$ cat config.mk
export PLATFORM = sky130hd
export DESIGN_NAME = sti_apb_regs
export DESIGN_NICKNAME = d
export VERILOG_FILES = /design/src/hw/rtl/sti_pkg.sv /design/src/hw/rtl/sti_apb_regs.sv
export SDC_FILE = /design/constraint.sdc
export NUM_CORES = 1
export LEC_CHECK = 0
export BUFFER_PORTS_ARGS = -buffer_cell sky130_fd_sc_hd__clkbuf_2
export CAP_MARGIN = 20
export CORE_MARGIN = 2
export CORE_UTILIZATION = 45
export DETAILED_ROUTE_END_ITERATION = 6
export PLACE_DENSITY = 0.86
export SLEW_MARGIN = 20
export SYNTH_ARGS = -nofsm -noshare
export SYNTH_HDL_FRONTEND = slang
export SYNTH_SLANG_ARGS = --single-unit
$ cat constraint.sdc
create_clock -name clk -period 1.36 [get_ports clk]
set_input_delay 0.34 -clock clk [delete_from_list [all_inputs] [get_ports clk]]
set_output_delay 0.34 -clock clk [all_outputs]
set_load 0.01 [all_outputs]
$ cat src/hw/rtl/sti_pkg.sv
// ---------------------------------------------------------------------------
// Session table intake package
// Shared types and constants of the session table intake block.
// ---------------------------------------------------------------------------
`default_nettype none
package sti_pkg;

	localparam int unsigned SLOTS_DEFAULT = 16;
	localparam int unsigned SLOT_W = 8;
	localparam int unsigned COUNT_W = 9;
	localparam logic [31:0] TIMEOUT_RESET = 32'd30000;
	localparam logic [63:0] NEXT_ID_RESET = 64'd1;

	localparam logic [1:0] REQ_INGEST = 2'd0;
	localparam logic [1:0] REQ_RELEASE = 2'd1;
	localparam logic [1:0] REQ_EXPIRE = 2'd2;

	typedef struct packed {
		logic [1:0] req_type;
		logic [63:0] sess_id;
		logic [31:0] pkt_ver;
		logic [7:0] pkt_form;
		logic [31:0] client_ip;
		logic [15:0] src_port;
		logic encrypted;
		logic [63:0] now_ms;
	} req_t;

	typedef struct packed {
		logic ok;
		logic [63:0] resolved_sid;
		logic synthetic;
		logic [7:0] slot_index;
		logic [8:0] expired_count;
		logic [8:0] active_count;
	} rsp_t;

	typedef struct packed {
		logic cli_f;
		logic [SLOT_W-1:0] cli_i;
		logic [63:0] cli_srv;
		logic sid_f;
		logic [SLOT_W-1:0] sid_i;
		logic raw_f;
		logic [SLOT_W-1:0] raw_i;
		logic [63:0] raw_srv;
		logic free_f;
		logic [SLOT_W-1:0] free_i;
		logic [COUNT_W-1:0] exp_cnt;
	} tok_t;

	typedef enum logic [1:0] {
		WR_NONE,
		WR_INGEST,
		WR_RELEASE,
		WR_EXPIRE
	} wr_op_t;

	typedef struct packed {
		wr_op_t op;
		logic [SLOT_W-1:0] idx;
		logic fresh;
		logic [63:0] srv;
		logic [63:0] cli;
		logic [63:0] expiry;
	} wr_t;

endpackage
`default_nettype wire

$ cat src/hw/rtl/sti_apb_regs.sv
// ---------------------------------------------------------------------------
// Session table configuration registers
// APB-style register file for mode and timeout.
// ---------------------------------------------------------------------------
`default_nettype none
module sti_apb_regs (
	input wire logic clk,
	input wire logic arst_n,
	input wire logic psel,
	input wire logic penable,
	input wire logic pwrite,
	input wire logic [2:0] paddr,
	input wire logic [31:0] pwdata,
	output logic [31:0] prdata,
	output logic pready,
	output logic mode,
	output logic [31:0] timeout
);

	logic mode_q;
	logic [31:0] timeout_q;

	assign pready = 1'b1;
	assign mode = mode_q;
	assign timeout = timeout_q;
	assign prdata = paddr[2] ? timeout_q : {31'd0, mode_q};

	always_ff @(posedge clk or negedge arst_n) begin
		if (!arst_n) begin
			mode_q <= 1'b0;
			timeout_q <= sti_pkg::TIMEOUT_RESET;
		end else if (psel && penable && pwrite) begin
			if (paddr[2]) timeout_q <= pwdata;
			else mode_q <= pwdata[0];
		end
	end

endmodule
`default_nettype wire

Yosys cells after proc, flatten, opt, wreduce, memory -nomap -nowiden --
Cells that the tools add are included.
Word-level totals: output and inout bits 66, bits in registers 33, input port bits 40
Operators by class: bitwise gates (word level) 1, multiplexer cells 1, reduce and logical (&&, ||, !) cells 4
Operators by type and width (count):
- $mux 32 | 1
- $reduce_and 2->1 | 2
- $logic_and 1x1->1 | 2
- $not 1->1 | 1

Logic depth before layout (Yosys ltp) --
word-level depth 3, mapped depth 3, mapped depth without buffers 2

Worst setup path after synthesis --
Ideal clock, no wire load.
path type in2reg, from input pwrite, to register timeout_q[0], in the netlist timeout[0], data required time 1.235 ns, cell stages on the path 3, buffers on the path 1, data arrival time 0.933 ns, setup slack 0.302 ns, cells stage by stage nand4_4 -> buf_6 -> mux2_4
On the way: longest elaborated chain between the ends 2
RTL lines:
- start: declaration | line sti_apb_regs.sv:11 | input wire logic pwrite,
- $logic_and 1x1->1 | line sti_apb_regs.sv:32 | end else if (psel && penable && pwrite) begin
- $reduce_and 2->1 (no source line)
- end signal: assignment | line sti_apb_regs.sv:31 | timeout_q <= sti_pkg::TIMEOUT_RESET;
- end signal: assignment | line sti_apb_regs.sv:33 | if (paddr[2]) timeout_q <= pwdata;
- end: declaration | line sti_apb_regs.sv:21 | logic [31:0] timeout_q;
Every way passes these cells. A chain may end at the register's enable or synchronous reset.

Worst setup path after layout --
from register timeout_q[5], in the netlist timeout[5], to output prdata[5]
On the way: longest elaborated chain between the ends 1
RTL lines:
- $mux 32 | line sti_apb_regs.sv:26 | assign prdata = paddr[2] ? timeout_q : {31'd0, mode_q};
- end: declaration | line sti_apb_regs.sv:14 | output logic [31:0] prdata,
Every way passes these cells.

==> impl_metrics.tcl <==
set metrics [dict create \
    placementRows 21 \
    irDropWorstVdd_mv 0.853 \
    cts-root-buf "clkbuf_4" \
    synth_cell_types 11 \
    wl_per_cell_um 13.6 \
    slew_viol_final 0 \
    leakage_uw 0.00147 \
    powerDensity_mw_per_mm2 1390 \
    grt_start_max_net_pins 23 \
    fill_cells 217 \
    ys_ff_latch 33 \
    yosysTopAreaCellShare 0.404 \
    grt.overflow.total 0 \
    io_buffers 102 \
    cap_violations 0 \
    cts_buffers 5 \
    syn_area_mm2 0.00161 \
    hold_viol_final 0 \
    critPathSlowestCell "dfstp_2" \
    synth_area_leaders "dfrtp_1 40%, mux2_4 28%, and2_1 12%, dfstp_2 11%, mux2_2 2.8%" \
    whs_path_depth 2 \
    skew_ns 0 \
    grt_first_pass_wirelength_mm 6.04 \
    grt_usage 0.194 \
    ios 106 \
    dieHeight_um 63.8 \
    cp.required_ns 1.02 \
    crit_path_cell_trace "and2_4 -> buf_6" \
    diodes 0 \
    antenna_found_initial 0 \
    fin_nets 283 \
    yosysTopAreaCell "dfrtp_1" \
    crit_type "reg -> out" \
    cts_sinks 33 \
    final_cell_count_no_fill 290 \
    violations "negative setup slack" \
    cts_tree "yes" \
    drt_iter0_drc 29 \
    endpoint_kind "primary output" \
    clkTransAtPathRegs_ns 0.10 \
    cp_max_fo 3 \
    syn_to_final_growth_pct 59.9 \
    htree_levels 2 \
    fmax_mhz 684 \
    fin_crit_sh 1.07 \
    status "finished, violations left" \
    insertion_delay_ns 0.32 \
    crit_buf_inv 1 \
    critPathArrivalTime_ns 1.12 \
    avgSynthCellArea_um2 14.9 \
    syn_inst 108 \
    crit_path_start "timeout[5]" \
    min_from "pwdata[22]" \
    hold_class "in -> reg" \
    dpl.hpwl_mm 2.65 \
    num_vias 1327 \
    ys_warn_count 0 \
    core_region_area_mm2 0.00339 \
    dp.cells 255 \
    whs_endpoint "timeout[22]" \
    setup_violations 11 \
    critPathLaunchType "register" \
    first_pass_iters 4 \
    worst-r2r-cell-count 3 \
    drtAntennaViolNets 0 \
    drive_gt1_frac 0.770 \
    period_needed_ns 1.46 \
    start_util 0.475 \
    rsz0062_at_grt "true" \
    die_area_mm2 0.00407 \
    fin_hold_ws_ns 0.231 \
    slowest_delay_ns 0.56 \
    grt_pass1_vias 1296 \
    cts.path.max_buffers 2 \
    drcViolationCount 0 \
    r2r-start "timeout[19]" \
    ys_seq_area_frac 0.518 \
    via_per_inst 4.58 \
    timing.rr.end "timeout[19]" \
    syn_nets 148 \
    final_util 0.760 \
    cp_top_family "flip-flops" \
    die_x_um 63.8 \
    place.gp.congestion 0.689 \
    routed_wl_mm 3.96 \
    r2r_slack_ns 0.34 \
    fin_ws_ns -0.101 \
]
## layout make-up
class / instances / area [µm²] / area share
well taps: 46 / 57.6 / 0.0224
flip-flops and latches: 33 / 835 / 0.324
repair buffers: 135 / 862 / 0.335
clock buffers: 7 / 55.1 / 0.0214
multi-input cells: 68 / 736 / 0.286
clock inverters: 1 / 30.0 / 0.0117
## stage by stage
stage	instance area (µm²)	TNS, ns	worst slack, ns	total power (µW)
after floorplan	1610	0	0.302	1990
after CTS	2420	-0.911	-0.119	3390
after global placement	2210	0	0.0452	2460
final	2570	-0.812	-0.101	3580
after detailed placement	2210	0	0.0470	2490
after global routing	2570	-2.21	-0.164	3780
## layer usage
metal  track usage  vias to the layer above  wire, µm
met5             0                        -         0
li1              -                      628         -
met4        0.0788                        0        51
met3        0.0493                        6       244
met2         0.340                       66      2150
met1         0.225                      627      1510
## cell usage after synthesis
master     n
nand4b_1   1
mux2_2     4
dfrtp_1   26
dfstp_2    7
buf_6      3
mux2_4    30
buf_4      1
nand4_4    1
and2_1    31
clkbuf_1   3
conb_1     1
## cell usage in the layout, fill, tap and decap left out, drive strengths merged
cell type,count
dlygate4sd3,1
bufinv,1
dfstp,7
dfrtp,26
nand4,1
clkbuf,76
mux2,34
nand4b,1
and2,31
buf,65
conb,1
## worst max-delay path by stage
stage / end / cells after the start
detailed placement: prdata[0] / 3
CTS: prdata[8] / 2
floorplan: timeout[0] / 3
global placement: prdata[0] / 3
global route: prdata[10] / 2
finish: prdata[5] / 2
## kinds of logic (layout without fill, tap and decap cells)
family,Yosys count,count (layout),synth area share
muxes,34,34,0.308
other,1,1,0.00233
and+or+nand+nor,33,33,0.139
DFF,33,33,0.518
buffers and inverters,7,143,0.0326
## power breakdown
group	switching, µW	internal [µW]	total [µW]
registers	162	1230	1390
logic	535	899	1430
clock network	308	439	747
total	1010	2570	3580
## sequential cells by signal, indices dropped and copies added (netlist names)
signal / count
timeout: 32
mode: 1
## timing repair
item                                    CTS  global route
cloned                                    0             0
setup buffers                            15            12
endpoints found under the hold margin     7             0
gates resized for setup                   2            47
endpoints found under the setup margin   29            41
pin swaps                                16            18
hold buffers                              1             0
Power figures use the tool's default switching activity.
