$ cat src/hw/rtl/sti_pkg.sv
// ---------------------------------------------------------------------------
// Session table intake package
// Shared types and constants of the session table intake block.
// ---------------------------------------------------------------------------
`default_nettype none
package sti_pkg;

	localparam int unsigned SLOTS_DEFAULT = 16;
	localparam int unsigned SLOT_W = 8;
	localparam int unsigned COUNT_W = 9;
	localparam logic [31:0] TIMEOUT_RESET = 32'd30000;
	localparam logic [63:0] NEXT_ID_RESET = 64'd1;

	localparam logic [1:0] REQ_INGEST = 2'd0;
	localparam logic [1:0] REQ_RELEASE = 2'd1;
	localparam logic [1:0] REQ_EXPIRE = 2'd2;

	typedef struct packed {
		logic [1:0] req_type;
		logic [63:0] sess_id;
		logic [31:0] pkt_ver;
		logic [7:0] pkt_form;
		logic [31:0] client_ip;
		logic [15:0] src_port;
		logic encrypted;
		logic [63:0] now_ms;
	} req_t;

	typedef struct packed {
		logic ok;
		logic [63:0] resolved_sid;
		logic synthetic;
		logic [7:0] slot_index;
		logic [8:0] expired_count;
		logic [8:0] active_count;
	} rsp_t;

	typedef struct packed {
		logic cli_f;
		logic [SLOT_W-1:0] cli_i;
		logic [63:0] cli_srv;
		logic sid_f;
		logic [SLOT_W-1:0] sid_i;
		logic raw_f;
		logic [SLOT_W-1:0] raw_i;
		logic [63:0] raw_srv;
		logic free_f;
		logic [SLOT_W-1:0] free_i;
		logic [COUNT_W-1:0] exp_cnt;
	} tok_t;

	typedef enum logic [1:0] {
		WR_NONE,
		WR_INGEST,
		WR_RELEASE,
		WR_EXPIRE
	} wr_op_t;

	typedef struct packed {
		wr_op_t op;
		logic [SLOT_W-1:0] idx;
		logic fresh;
		logic [63:0] srv;
		logic [63:0] cli;
		logic [63:0] expiry;
	} wr_t;

endpackage
`default_nettype wire

$ cat src/hw/rtl/sti_cell.sv
// ---------------------------------------------------------------------------
// Session table cell
// Holds one table entry, merges its match flags into the passing token.
// ---------------------------------------------------------------------------
`default_nettype none
module sti_cell #(
	parameter int unsigned INDEX = 0
) (
	input wire logic clk,
	input wire logic arst_n,
	input wire sti_pkg::req_t req,
	input wire sti_pkg::wr_t wr,
	input wire sti_pkg::tok_t tok_in,
	output sti_pkg::tok_t tok_out
);

	localparam logic [sti_pkg::SLOT_W-1:0] MY_IDX = sti_pkg::SLOT_W'(INDEX);

	logic act_q;
	logic [63:0] srv_q;
	logic [63:0] cli_q;
	logic [31:0] addr_q;
	logic [15:0] port_q;
	logic enc_q;
	logic [31:0] ver_q;
	logic [7:0] form_q;
	logic [63:0] exp_q;
	sti_pkg::tok_t tok_q;
	sti_pkg::tok_t tok_n;

	logic cli_hit, sid_hit, raw_hit, exp_hit, sel;

	assign cli_hit = act_q && cli_q == req.sess_id && ver_q == req.pkt_ver
		&& form_q == req.pkt_form;
	assign sid_hit = act_q && srv_q == req.sess_id;
	assign raw_hit = act_q && ver_q == 32'd0 && addr_q == req.client_ip;
	assign exp_hit = act_q && exp_q != 64'd0 && exp_q <= req.now_ms;
	assign sel = wr.idx == MY_IDX;
	assign tok_out = tok_q;

	always_comb begin
		tok_n = tok_in;
		if (!tok_in.cli_f && cli_hit) begin
			tok_n.cli_f = 1'b1;
			tok_n.cli_i = MY_IDX;
			tok_n.cli_srv = srv_q;
		end
		if (!tok_in.sid_f && sid_hit) begin
			tok_n.sid_f = 1'b1;
			tok_n.sid_i = MY_IDX;
		end
		if (!tok_in.raw_f && raw_hit) begin
			tok_n.raw_f = 1'b1;
			tok_n.raw_i = MY_IDX;
			tok_n.raw_srv = srv_q;
		end
		if (!tok_in.free_f && !act_q) begin
			tok_n.free_f = 1'b1;
			tok_n.free_i = MY_IDX;
		end
		tok_n.exp_cnt = tok_in.exp_cnt + sti_pkg::COUNT_W'(exp_hit);
	end

	always_ff @(posedge clk) begin
		tok_q <= tok_n;
		if (wr.op == sti_pkg::WR_INGEST && sel) begin
			if (wr.fresh) begin
				srv_q <= wr.srv;
				cli_q <= wr.cli;
			end
			ver_q <= req.pkt_ver;
			form_q <= req.pkt_form;
			addr_q <= req.client_ip;
			port_q <= req.src_port;
			enc_q <= req.encrypted;
			exp_q <= wr.expiry;
		end
	end

	always_ff @(posedge clk or negedge arst_n) begin
		if (!arst_n) begin
			act_q <= 1'b0;
		end else begin
			unique case (wr.op)
				sti_pkg::WR_INGEST: if (sel) act_q <= 1'b1;
				sti_pkg::WR_RELEASE: if (sel) act_q <= 1'b0;
				sti_pkg::WR_EXPIRE: if (exp_hit) act_q <= 1'b0;
				default: ;
			endcase
		end
	end

endmodule
`default_nettype wire

$ cat config.mk
export PLATFORM = sky130hd
export DESIGN_NAME = sti_cell
export DESIGN_NICKNAME = d
export VERILOG_FILES = /design/src/hw/rtl/sti_pkg.sv /design/src/hw/rtl/sti_cell.sv
export SDC_FILE = /design/constraint.sdc
export NUM_CORES = 1
export LEC_CHECK = 0
export ABC_AREA = 0
export BUFFER_PORTS_ARGS = -buffer_cell sky130_fd_sc_hd__buf_2
export CELL_PAD_IN_SITES_DETAIL_PLACEMENT = 1
export CELL_PAD_IN_SITES_GLOBAL_PLACEMENT = 1
export CORE_AREA = 2 2 300 302
export CTS_BUF_LIST = sky130_fd_sc_hd__clkbuf_4
export CTS_CLUSTER_DIAMETER = 120
export DETAILED_ROUTE_END_ITERATION = 10
export DIE_AREA = 0 0 302 304
export HOLD_SLACK_MARGIN = 0.06
export PLACE_DENSITY_LB_ADDON = 0.1
export SYNTH_ARGS = -nofsm -noshare
export SYNTH_HDL_FRONTEND = slang
export SYNTH_SLANG_ARGS = --single-unit
$ cat constraint.sdc
create_clock -name clk -period 6.6 [get_ports clk]
set_input_delay 1.32 -clock clk [delete_from_list [all_inputs] [get_ports clk]]
set_output_delay 1.32 -clock clk [all_outputs]
set_load 0.02 [all_outputs]
# Word-level counts from Yosys, hierarchy flattened
# Cells that the tools add are included.
classes:
  n_eq_ne: 11
  muxes: 6
  div: 0
  bitwise_logic: 0
  magnitude_cmp: 1
  addsub: 1
  n_mul: 0
  n_shift: 0
  reduce_logical: 24
ops:
  columns: ["op", "n"]
  rows:
  - ["$eq 64x64->1", 2]
  - ["$mux 64", 2]
  - ["$eq 32x32->1", 2]
  - ["$le 64x64->1", 1]
  - ["$reduce_bool 64->1", 1]
  - ["$logic_not 32->1", 1]
  - ["$logic_and 1x1->1", 13]
  - ["$add 9x1->9", 1]
  - ["$eq 8x8->1", 1]
  - ["$logic_not 8->1", 1]
  - ["$ne 2x2->1 const B", 3]
  - ["$logic_not 1->1", 5]
  - ["$eq 2x2->1 const B", 2]
  - ["$reduce_and 4->1", 1]
  - ["$mux 1", 3]
  - ["$pmux 1 s3", 1]
  - ["$reduce_bool 3->1", 1]
  - ["$eq 2x1->1 const B", 1]
  - ["$reduce_and 2->1", 1]
totals:
  word_cells: 61
  output_inout_bits: 173
  in_bits: 597
  rom_bits: 0
  latchBits: 0
  n_memories: 0
  register_bits: 438
  ramBits: 0

# Depth between registers and ports, before layout
# Gate-level depths: netlist (run 1).
depth:
  depth_word: 6
  ltp_mapped: 13
  mapped_depth_nobuf: 13

# Least setup slack after synthesis (run 1)
# Ideal clock, no wire load.
synth_path:
  path_kind: "input -> register"
  startpoint: "in wr[198] in the netlist's numbering"
  endpoint: "reg cli_q[0], enable pin"
  slack_ns: -1.557
  arrival_time_ns: 7.657
  cell_stages: 4
  required_ns: 6.100
  setup_time_ns: 0.500
  n_path_buf: 0
  path_cell_list: "nor4_1 nand4_1 inv_1 and2_1"
synth_between:
  elab_chain_len: 3
synth_lines:
  columns: ["element", "line", "rtl"]
  rows:
  - ["start: declaration", "sti_cell.sv:12", "input wire sti_pkg::wr_t wr,"]
  - ["$logic_not 8->1", "sti_cell.sv:38", "assign sel = wr.idx == MY_IDX;"]
  - ["$logic_and 1x1->1", "sti_cell.sv:66", "if (wr.op == sti_pkg::WR_INGEST && sel) begin"]
  - ["$reduce_and 2->1 (no line)", null, null]
  - ["end signal: assignment", "sti_cell.sv:69", "cli_q <= wr.cli;"]
  - ["end: declaration", "sti_cell.sv:21", "logic [63:0] cli_q;"]
# No other way between the ends.
# A chain may end at the register's enable or synchronous reset.

==> results of run 1 <==
registers in the layout, indices dropped and copies added, names as in the netlist:
register  cells
tok_out     173
cli_q        64
exp_q        64
srv_q        64
addr_q       32
ver_q        32
form_q        8
act_q         1
layout make-up:
class | count | area (um2)
Clock inverter | 36 | 186
Fill cell | 10100 | 64200
Sequential cell | 438 | 11400
Antenna cell | 17 | 42.5
Clock buffer | 213 | 1600
Timing Repair Buffer | 760 | 3860
Multi-Input combinational cell | 665 | 5740
Tap cell | 1176 | 1470
Inverter | 133 | 503
cell families after synthesis:
group,share of synthesized area [%]
buffers and inverters,3.46
and+or+nand+nor,6.92
AOI/OAI and AO/OA,5.25
adders and majority gates,4.65
xor gates and xnor gates,6.85
DFF,64.2
muxes,8.62
cell usage after synthesis, drive strengths merged, types with 2 or more instances:
| library cell | count | area share, % |
|---|---|---|
| o221ai | 5 | 0.25 |
| inv | 133 | 2.8 |
| o2bb2ai | 14 | 0.69 |
| o21ai | 21 | 0.59 |
| and4 | 2 | 0.099 |
| xnor2 | 90 | 4.4 |
| mux2 | 116 | 8.6 |
| o22ai | 20 | 0.70 |
| and2 | 19 | 0.67 |
| nand4 | 51 | 1.8 |
| a21oi | 25 | 0.70 |
| nand2b | 3 | 0.11 |
| xor2 | 49 | 2.4 |
| a22oi | 4 | 0.17 |
| nand3 | 12 | 0.34 |
| edfxtp | 264 | 45 |
| ha | 66 | 4.6 |
| a221o | 2 | 0.11 |
| dfxtp | 173 | 19 |
| or4 | 3 | 0.15 |
| nor4 | 55 | 2.0 |
| a2111oi | 3 | 0.15 |
| buf | 9 | 0.49 |
| a221oi | 15 | 0.74 |
| clkbuf | 8 | 0.17 |
| nand2 | 30 | 0.63 |
| nor2 | 11 | 0.23 |
| nor2b | 17 | 0.60 |
| a21o | 6 | 0.25 |
| nor3 | 4 | 0.11 |
| a22o | 8 | 0.40 |
power by group through the flow:
stage	Sequential [W]	Clock, W	Combinational, W
after floorplan	0.00310	0	0.000146
after global placement	0.00303	0	0.000532
after detailed placement	0.00303	0	0.000541
after CTS	0.00297	0.00299	0.000544
after global routing	0.00297	0.00312	0.000584
final	0.00297	0.00282	0.000531
how the worst max path moves through the flow:
stage                          from            to  depth (start not counted)
after floorplan             wr[198]      cli_q[0]                          4
after global placement      req[59]    tok_out[8]                         14
after detailed placement    req[58]    tok_out[8]                         14
after CTS                  srv_q[3]   tok_out[97]                          6
after global routing      exp_q[59]    tok_out[8]                         12
final                      req[171]  tok_out[100]                          9
per-stage QoR:
stage	worst slack [ps]	std cells
final	2880	3438
after global routing	2660	3427
after CTS	2830	3421
after detailed placement	1930	3171
after global placement	1960	3171
after floorplan	1100	1253
metal layers:
metal  part of all wire [%]  wire length (um)  vias up
met5                   0.63               519        -
met4                    2.2              1820       80
met3                    9.8              8130      219
met2                     52             42800      601
met1                     36             29700     6731
li1                       -                 -     6492
timing repair:
action	4_1_cts	5_1_grt
hold buffers	1	0
hold endpoints to repair	1	0
gates resized for setup	0	0
endpoints found under the setup margin	0	0
==> impl_metrics.json, run 1 <==
{
  "peakVddDrop_v": 0.000123,
  "grtUsageTotal_pct": 17.9,
  "antenna_left": 0,
  "crit_buf_inv": 2,
  "cts.clk_slew.worst_paths_ps": 70,
  "critPathSlowestCell": "nor4_1",
  "status": "completed",
  "fin_util_pct": 27.9,
  "final_cell_mix": "buf_2, edfxtp_1, clkbuf_4",
  "drive_above_1_share_pct": 49.4,
  "worstPathRequired_ps": 7450,
  "dr.pass1.iters": 4,
  "synth.avg_cell_area_um2": 14.2,
  "top_usage_layer": "met2",
  "critPathKind": "in2reg",
  "p_leak_nw": 10.7,
  "ys_ff_latch": 438,
  "cp_slowest_stage_delay_ps": 670,
  "slew_violations": 0,
  "cts_tree": "done",
  "grt_pass1_vias": 15600,
  "drtIter0Drc": 468,
  "initial_core_util_pct": 20.0,
  "wl_mm": 82.9,
  "synth_flop_cell": "edfxtp_1",
  "finClkSkew_ps": 67.9,
  "relSlewSlack_pct": 38.5,
  "clock-root-buffer": "clkbuf_4",
  "grt_max_degree": 71,
  "grt_pass1_wl_mm": 114,
  "numCtsBuffers": 138,
  "core_area_um2": 89000,
  "finalCriticalPeriod_ps": 3720,
  "totalPowerFinal_w": 0.00632,
  "worstReg2RegStart": "cli_q[18]",
  "reg2reg_slack_ps": 2950,
  "seq_area_frac_synth_pct": 64.2,
  "grt_setup_unrepaired": "no",
  "setup_viol": 0,
  "cellPowerDensity_nw_per_um2": 255,
  "post-cts-setup-buffer-count": 0,
  "area.growth.synth_to_final_pct": 39.7,
  "p_int_w": 0.00472,
  "worst_setup_path_start_kind": "input pin",
  "hold_viol": 0,
  "grt-ovfl-total": 0,
  "tightest_slew_ps": 923,
  "hold_ws_ps": 503,
  "worst_hold_startpoint": "wr[24]",
  "yosys_warnings": 0,
  "fmax_mhz": 269,
  "portBuffers": 750,
  "final_nets": 2799,
  "holdPathStages": 1,
  "dpl_cell_area_um2": 23000,
  "cp_max_fo": 70,
  "synthesis.nets": 1916,
  "wl_per_cell_um": 24.1,
  "antenna_found_initial": 83,
  "grt_use_met3_pct": 8.22,
  "routabilityCongestion": 0.787,
  "clockPowerShare_pct": 44.6,
  "final_common_cell": "buf_2",
  "pin_count": 770,
  "seqPwrFrac_pct": 47.0,
  "final_area_um2": 24800,
  "hold_path.class": "in2reg",
  "netlist_instances": 1253,
  "r2r_cells": 8,
  "use_met2_pct": 32.2,
  "post-route-period-util_pct": 56.3,
  "combPwrFrac_pct": 8.4,
  "dieHeight_um": 304,
  "critPathArrivalTime_ps": 4570,
  "worstPathCellList": "buf_2, xor2_1, nor4_1, nand4_1, nor4_1, nand4_1, nor4_4, buf_12, mux2_2",
  "worst_r2r_endpoint": "tok_out[100]",
  "hold_path_end": "exp_q[24]",
  "rows": 110,
  "maxCapViolations": 0,
  "hpwl_mm": 68.0,
  "clkLatencyLatePin_ps": 990,
  "synthDistinctLibCells": 53,
  "crit_family": "simple AND/OR/NAND/NOR gates",
  "die_w_um": 302,
  "via_count": 14100,
  "clockBufferDepth": 3,
  "synth_edf_count": 264,
  "grt_util_met1_pct": 18.2,
  "async_reset_ff_share_pct": 0.228,
  "drc": 0,
  "switching_power_w": 0.00160,
  "clock_sink_count": 438,
  "netSwitchingFraction_pct": 25.3,
  "via_per_inst": 4.11,
  "syn_area_um2": 17800,
  "totalNegativeSetupSlack_ps": 0,
  "cts.htree.levels": 4,
  "worst_setup_path_end_kind": "flip-flop",
  "die-area_um2": 91800
}
Note: power is estimated with default switching activity, not from simulation.
==> run 2, diff against run 1 <==
--- a/config.mk
+++ b/config.mk
@@ -9,11 +9,11 @@
 export BUFFER_PORTS_ARGS = -buffer_cell sky130_fd_sc_hd__buf_2
 export CELL_PAD_IN_SITES_DETAIL_PLACEMENT = 1
 export CELL_PAD_IN_SITES_GLOBAL_PLACEMENT = 1
-export CORE_AREA = 2 2 300 302
+export CORE_AREA = 2 2 303 305
 export CTS_BUF_LIST = sky130_fd_sc_hd__clkbuf_4
 export CTS_CLUSTER_DIAMETER = 120
 export DETAILED_ROUTE_END_ITERATION = 10
-export DIE_AREA = 0 0 302 304
+export DIE_AREA = 0 0 305 307
 export HOLD_SLACK_MARGIN = 0.06
 export PLACE_DENSITY_LB_ADDON = 0.1
 export SYNTH_ARGS = -nofsm -noshare
==> constraint.sdc (replaced) <==
create_clock -name clk -period 3.5 [get_ports clk]
set_input_delay 0.7 -clock clk [delete_from_list [all_inputs] [get_ports clk]]
set_output_delay 0.7 -clock clk [all_outputs]
set_load 0.02 [all_outputs]
==> run 2 against run 1 <==
Clock skew fell by 19 ps. Count of clock-buffer cells in the layout rose by 3. Utilization rose by 4.9 points. Largest power group unchanged. Critical endpoint is now act_q. Die area rose by 2.0%. Hold slack got worse by 110 ps. Flip-flop and latch count did not move. Design area rose by 20%. Via count rose by 12%. Cell count rose by 15%. Non-clock buffer count rose by 479. Clock power rose by 94%.
==> impl_metrics.json, run 2 (synthesis gave the netlist of run 1 again) <==
{
  "hold_path.class": "in2reg",
  "finClkSkew_ps": 49.2,
  "cellPowerDensity_nw_per_um2": 421,
  "antenna_left": 0,
  "seqCellArea_um2": 11400,
  "grt-ovfl-total": 0,
  "critPathArrivalTime_ps": 4190,
  "maxCapViolations": 0,
  "wl_per_cell_um": 21.7,
  "cts_tree": "done",
  "clockBufferDepth": 3,
  "final_nets": 3279,
  "clock-root-buffer": "clkbuf_4",
  "hpwl_mm": 68.6,
  "reg2reg_slack_ps": 220,
  "wl_mm": 85.6,
  "cts.htree.levels": 4,
  "area.growth.synth_to_final_pct": 67.2,
  "status": "completed",
  "grt_max_degree": 96,
  "drive_above_1_share_pct": 42.2,
  "hold_ws_ps": 389,
  "worst_setup_path_end_kind": "flip-flop",
  "drc": 0,
  "totalPowerFinal_w": 0.0125,
  "worst_setup_path_start_kind": "flip-flop",
  "peakVddDrop_v": 0.000257,
  "slew_violations": 0,
  "grt_setup_unrepaired": "no",
  "cpMostUsedCell": "buf_4",
  "fillCellCount": 10200,
  "dr.pass1.iters": 6,
  "die-area_um2": 93600,
  "portBuffers": 750,
  "via_count": 15800,
  "drtIter0Drc": 571,
  "critPathKind": "reg2reg",
  "cts.clk_slew.worst_paths_ps": 70,
  "p_leak_nw": 12.8,
  "worstPathCellList": "ha_1, nand4_1, nor2_1, a221oi_1, buf_4, o2111ai_1, nor4_1, o21bai_1, buf_4, buf_4, a31o_2, dlygate4sd3_1",
  "clock_sink_count": 438,
  "fmax_mhz": 305,
  "finalCriticalPeriod_ps": 3280,
  "clkLatencyLatePin_ps": 1040,
  "cp_max_fo": 3,
  "pin_count": 770,
  "worstPathRequired_ps": 4410,
  "core_area_um2": 90700,
  "hold_viol": 0,
  "tightest_slew_ps": 622,
  "die_w_um": 305,
  "grt_pass1_wl_mm": 120,
  "via_per_inst": 4.00,
  "final_common_cell": "buf_2",
  "critPathSlowestCell": "dlygate4sd3_1",
  "antenna_found_initial": 50,
  "grtUsageTotal_pct": 18.1,
  "routabilityCongestion": 0.815,
  "dieHeight_um": 307,
  "post-route-period-util_pct": 93.7,
  "setup_viol": 0,
  "grt_pass1_vias": 18000,
  "multi_input_area_um2": 5780,
  "final_cell_mix": "buf_2, dlygate4sd3_1, edfxtp_1",
  "largest_reg_flops": 173,
  "numCtsBuffers": 139,
  "rows": 111,
  "cp_slowest_stage_delay_ps": 540,
  "post-cts-setup-buffer-count": 0,
  "initial_core_util_pct": 19.6,
  "relSlewSlack_pct": 58.5
}
==> run 2: what timing repair did <==
action	4_1_cts	5_1_grt
pin swaps	0	1
gates resized for setup	1	0
hold buffers	442	0
endpoints found under the setup margin	19	17
hold endpoints to repair	440	0
==> run 2: final timing paths <==
kind                                 from      endpoint  cells past startpoint
min in group asynchronous          arst_n         act_q                      3
worst min register to register  srv_q[54]  tok_out[154]                      1
worst min-delay path               wr[20]     exp_q[20]                      2
worst max-delay path            exp_q[57]         act_q                     12
max in group asynchronous          arst_n         act_q                      3
worst max register to register  exp_q[57]         act_q                     12
==> run 2: report_power, final <==
| group | switching (W) | total, W | internal, W |
|---|---|---|---|
| clock | 0.00251 | 0.00546 | 0.00295 |
| combinational | 0.000624 | 0.00144 | 0.000821 |
| sequential | 0.0000308 | 0.00560 | 0.00557 |
| total | 0.00316 | 0.0125 | 0.00934 |
==> run 2: area by class of cell <==
| type | count | area share (%) |
|---|---|---|
| Multi-Input combinational cell | 665 | 19.4 |
| Inverter | 133 | 1.69 |
| Clock buffer | 216 | 5.46 |
| Clock inverter | 37 | 0.703 |
| Sequential cell | 438 | 38.4 |
| Tap cell | 1186 | 5.00 |
| Timing Repair Buffer | 1239 | 29.1 |
| Antenna cell | 26 | 0.219 |
==> run 2: per-stage QoR <==
step	util, %	cells	setup slack [ps]	instance area [um2]	setup TNS (ps)
after floorplan	-	1253	-1330	17800	-170840
after global placement	25.8	3219	-358	23400	-19690
after detailed placement	25.8	3219	-411	23400	-22990
after CTS	32.7	3914	47.4	29600	0
after global routing	32.7	3930	111	29700	0
final	32.8	3940	219	29700	0
==> run 2: per-layer routing <==
metal / global-route usage [%] / part of all wire (%) / vias to the layer above
li1: - / - / 7474
met4: 5.74 / 2.2 / 50
met5: 0 / 0.38 / -
met3: 6.69 / 7.4 / 170
met1: 19.5 / 38 / 7460
met2: 32.7 / 52 / 596
==> run 2: worst max-delay path: cells and delay by family, from the launching register on <==
kind / cells / cell delay (ps)
adder cells (fa/ha/maj): 1 / 320
AND/OR/NAND/NOR: 3 / 550
flip-flops: 1 / 410
AO/OA/AOI/OAI: 4 / 870
buffers and inverters: 4 / 1010
==> run 3, diff against run 2 <==
--- a/config.mk
+++ b/config.mk
@@ -9,11 +9,11 @@
 export BUFFER_PORTS_ARGS = -buffer_cell sky130_fd_sc_hd__buf_2
 export CELL_PAD_IN_SITES_DETAIL_PLACEMENT = 1
 export CELL_PAD_IN_SITES_GLOBAL_PLACEMENT = 1
-export CORE_AREA = 2 2 303 305
+export CORE_AREA = 2 2 300 302
 export CTS_BUF_LIST = sky130_fd_sc_hd__clkbuf_4
 export CTS_CLUSTER_DIAMETER = 120
 export DETAILED_ROUTE_END_ITERATION = 10
-export DIE_AREA = 0 0 305 307
+export DIE_AREA = 0 0 302 304
 export HOLD_SLACK_MARGIN = 0.06
 export PLACE_DENSITY_LB_ADDON = 0.1
 export SYNTH_ARGS = -nofsm -noshare
==> constraint.sdc (replaced) <==
create_clock -name clk -period 4.3 [get_ports clk]
set_input_delay 0.86 -clock clk [delete_from_list [all_inputs] [get_ports clk]]
set_output_delay 0.86 -clock clk [all_outputs]
set_load 0.02 [all_outputs]
==> run 3 against run 2 <==
Utilization rose by 0.36 points. Cell count fell by 1.1%. First-iteration DRC count fell by 7.5%. Sequential share of layout area rose by 0.29 points. Non-clock buffer count fell by 21. Combinational power fell by 19%. Clock power fell by 19%. Die area fell by 2.0%. Total power fell by 19%. Critical path type is now in2reg.
==> impl_metrics.json, run 3 (synthesis gave the netlist of run 1 again) <==
{
  "fin_util_pct": 33.1,
  "totalPowerFinal_w": 0.0102,
  "cp_slowest_stage_delay_ps": 670,
  "cp_max_fo": 16,
  "dieHeight_um": 304,
  "grt_setup_unrepaired": "no",
  "numCtsBuffers": 137,
  "portBuffers": 750,
  "critPathSlowestCell": "nor4_1",
  "top_usage_layer": "met2",
  "setup_viol": 0,
  "post-cts-setup-buffer-count": 0,
  "fmax_mhz": 248,
  "finalCriticalPeriod_ps": 4040,
  "worstPathRequired_ps": 5150,
  "reg2reg_slack_ps": 390,
  "relSlewSlack_pct": 40.1,
  "clock-root-buffer": "clkbuf_4",
  "grt_use_met3_pct": 6.18,
  "cts.htree.levels": 4,
  "die-area_um2": 91800,
  "cts_resized": 0,
  "critPathArrivalTime_ps": 4880,
  "tightest_slew_ps": 898,
  "worst_setup_path_start_kind": "input pin",
  "grt_pass1_wl_mm": 119,
  "core_area_um2": 89000,
  "finClkSkew_ps": 65.2,
  "maxCapViolations": 0,
  "clock_sink_count": 438,
  "antenna_found_initial": 38,
  "final_cell_mix": "buf_2, dlygate4sd3_1, edfxtp_1",
  "final_nets": 3256,
  "rows": 110,
  "hold_path.class": "in2reg",
  "via_per_inst": 4.02,
  "dr.pass1.iters": 4,
  "critPathKind": "in2reg",
  "peakVddDrop_v": 0.000199,
  "clkLatencyLatePin_ps": 980,
  "worst_setup_path_end_kind": "flip-flop",
  "pin_count": 770,
  "drc": 0,
  "slew_violations": 0,
  "clockBufferDepth": 3,
  "grt_max_degree": 97,
  "dp_slack_ps": -121,
  "use_met2_pct": 32.8,
  "hold_viol": 0,
  "grtUsageTotal_pct": 18.2,
  "post-route-period-util_pct": 93.8,
  "cellPowerDensity_nw_per_um2": 345,
  "routabilityCongestion": 0.796,
  "final_common_cell": "buf_2",
  "wl_per_cell_um": 21.8,
  "status": "completed",
  "area.growth.synth_to_final_pct": 65.9,
  "worstPathCellList": "dlygate4sd3_1, buf_2, xor2_1, nor4_1, nand4_1, nor4_1, nand4_1, nor4_4, buf_12, buf_4, mux2_2",
  "cts.clk_slew.worst_paths_ps": 60,
  "grt_pass1_vias": 17700,
  "antenna_left": 0,
  "grt_util_met1_pct": 20.0,
  "die_w_um": 302,
  "via_count": 15700,
  "fin_ws_ps": 265,
  "initial_core_util_pct": 20.0,
  "grt-ovfl-total": 0,
  "wl_mm": 84.8,
  "drive_above_1_share_pct": 41.7,
  "largest_reg_flops": 173,
  "drtIter0Drc": 528,
  "cts_tree": "done",
  "hpwl_mm": 67.8,
  "p_leak_nw": 12.7
}
==> run 3: cell types whose count changed in the layout (fill, tap and decap cells not counted), moves of 2 or more <==
cell           delta
buf_12            -2
buf_4            -21
clkbuf_4          -2
clkinv_1          -8
diode_2           -5
dlygate4sd3_1     +2
==> run 3: path summary, 6_finish.rpt <==
kind                           start      endpoint  depth (start not counted)
max                         req[149]  tok_out[163]                         11
max reg2reg                exp_q[47]    tok_out[8]                         14
min                          wr[202]         act_q                          5
min reg2reg                srv_q[27]  tok_out[127]                          1
max in group asynchronous     arst_n         act_q                          3
min in group asynchronous     arst_n         act_q                          3
==> run 3: cell type report <==
class	count	area [um2]
Clock inverter	30	211
Sequential cell	438	11400
Antenna cell	21	52.6
Tap cell	1176	1470
Multi-Input combinational cell	665	5770
Fill cell	10000	59600
Timing Repair Buffer	1218	8450
Clock buffer	214	1610
Inverter	133	503
==> run 3: repair_timing <==
item | CTS | global route
endpoints found under the hold margin | 439 | 0
endpoints found under the setup margin | 0 | 0
hold buffers | 444 | 0
==> run 3: through the flow <==
step	cell area, um2	setup TNS [ps]	std cells	hold WS [ps]
floorplan	17800	-88920	1253	478
global placement	23200	-127	3186	490
detailed placement	23200	-3730	3186	495
CTS	29400	0	3874	119
global route	29500	0	3885	244
finish	29500	0	3895	340
==> run 3: critical path: cells and delay by family <==
family / cells / cell delay [ps]
buf+inv: 4 / 1250
mux: 1 / 360
xor+xnor: 1 / 250
simple gates: 5 / 2130
==> run 3: where the power goes <==
part	total [W]	internal, W	switching (W)
clock	0.00443	0.00243	0.00200
combinational	0.00117	0.000664	0.000510
sequential	0.00456	0.00453	0.0000243
==> run 3: routing by layer <==
metal  share of wire (%)  wire [um]
met2                  52      43900
met3                 6.9       5850
met4                 1.9       1640
met5                0.31        266
met1                  39      33200
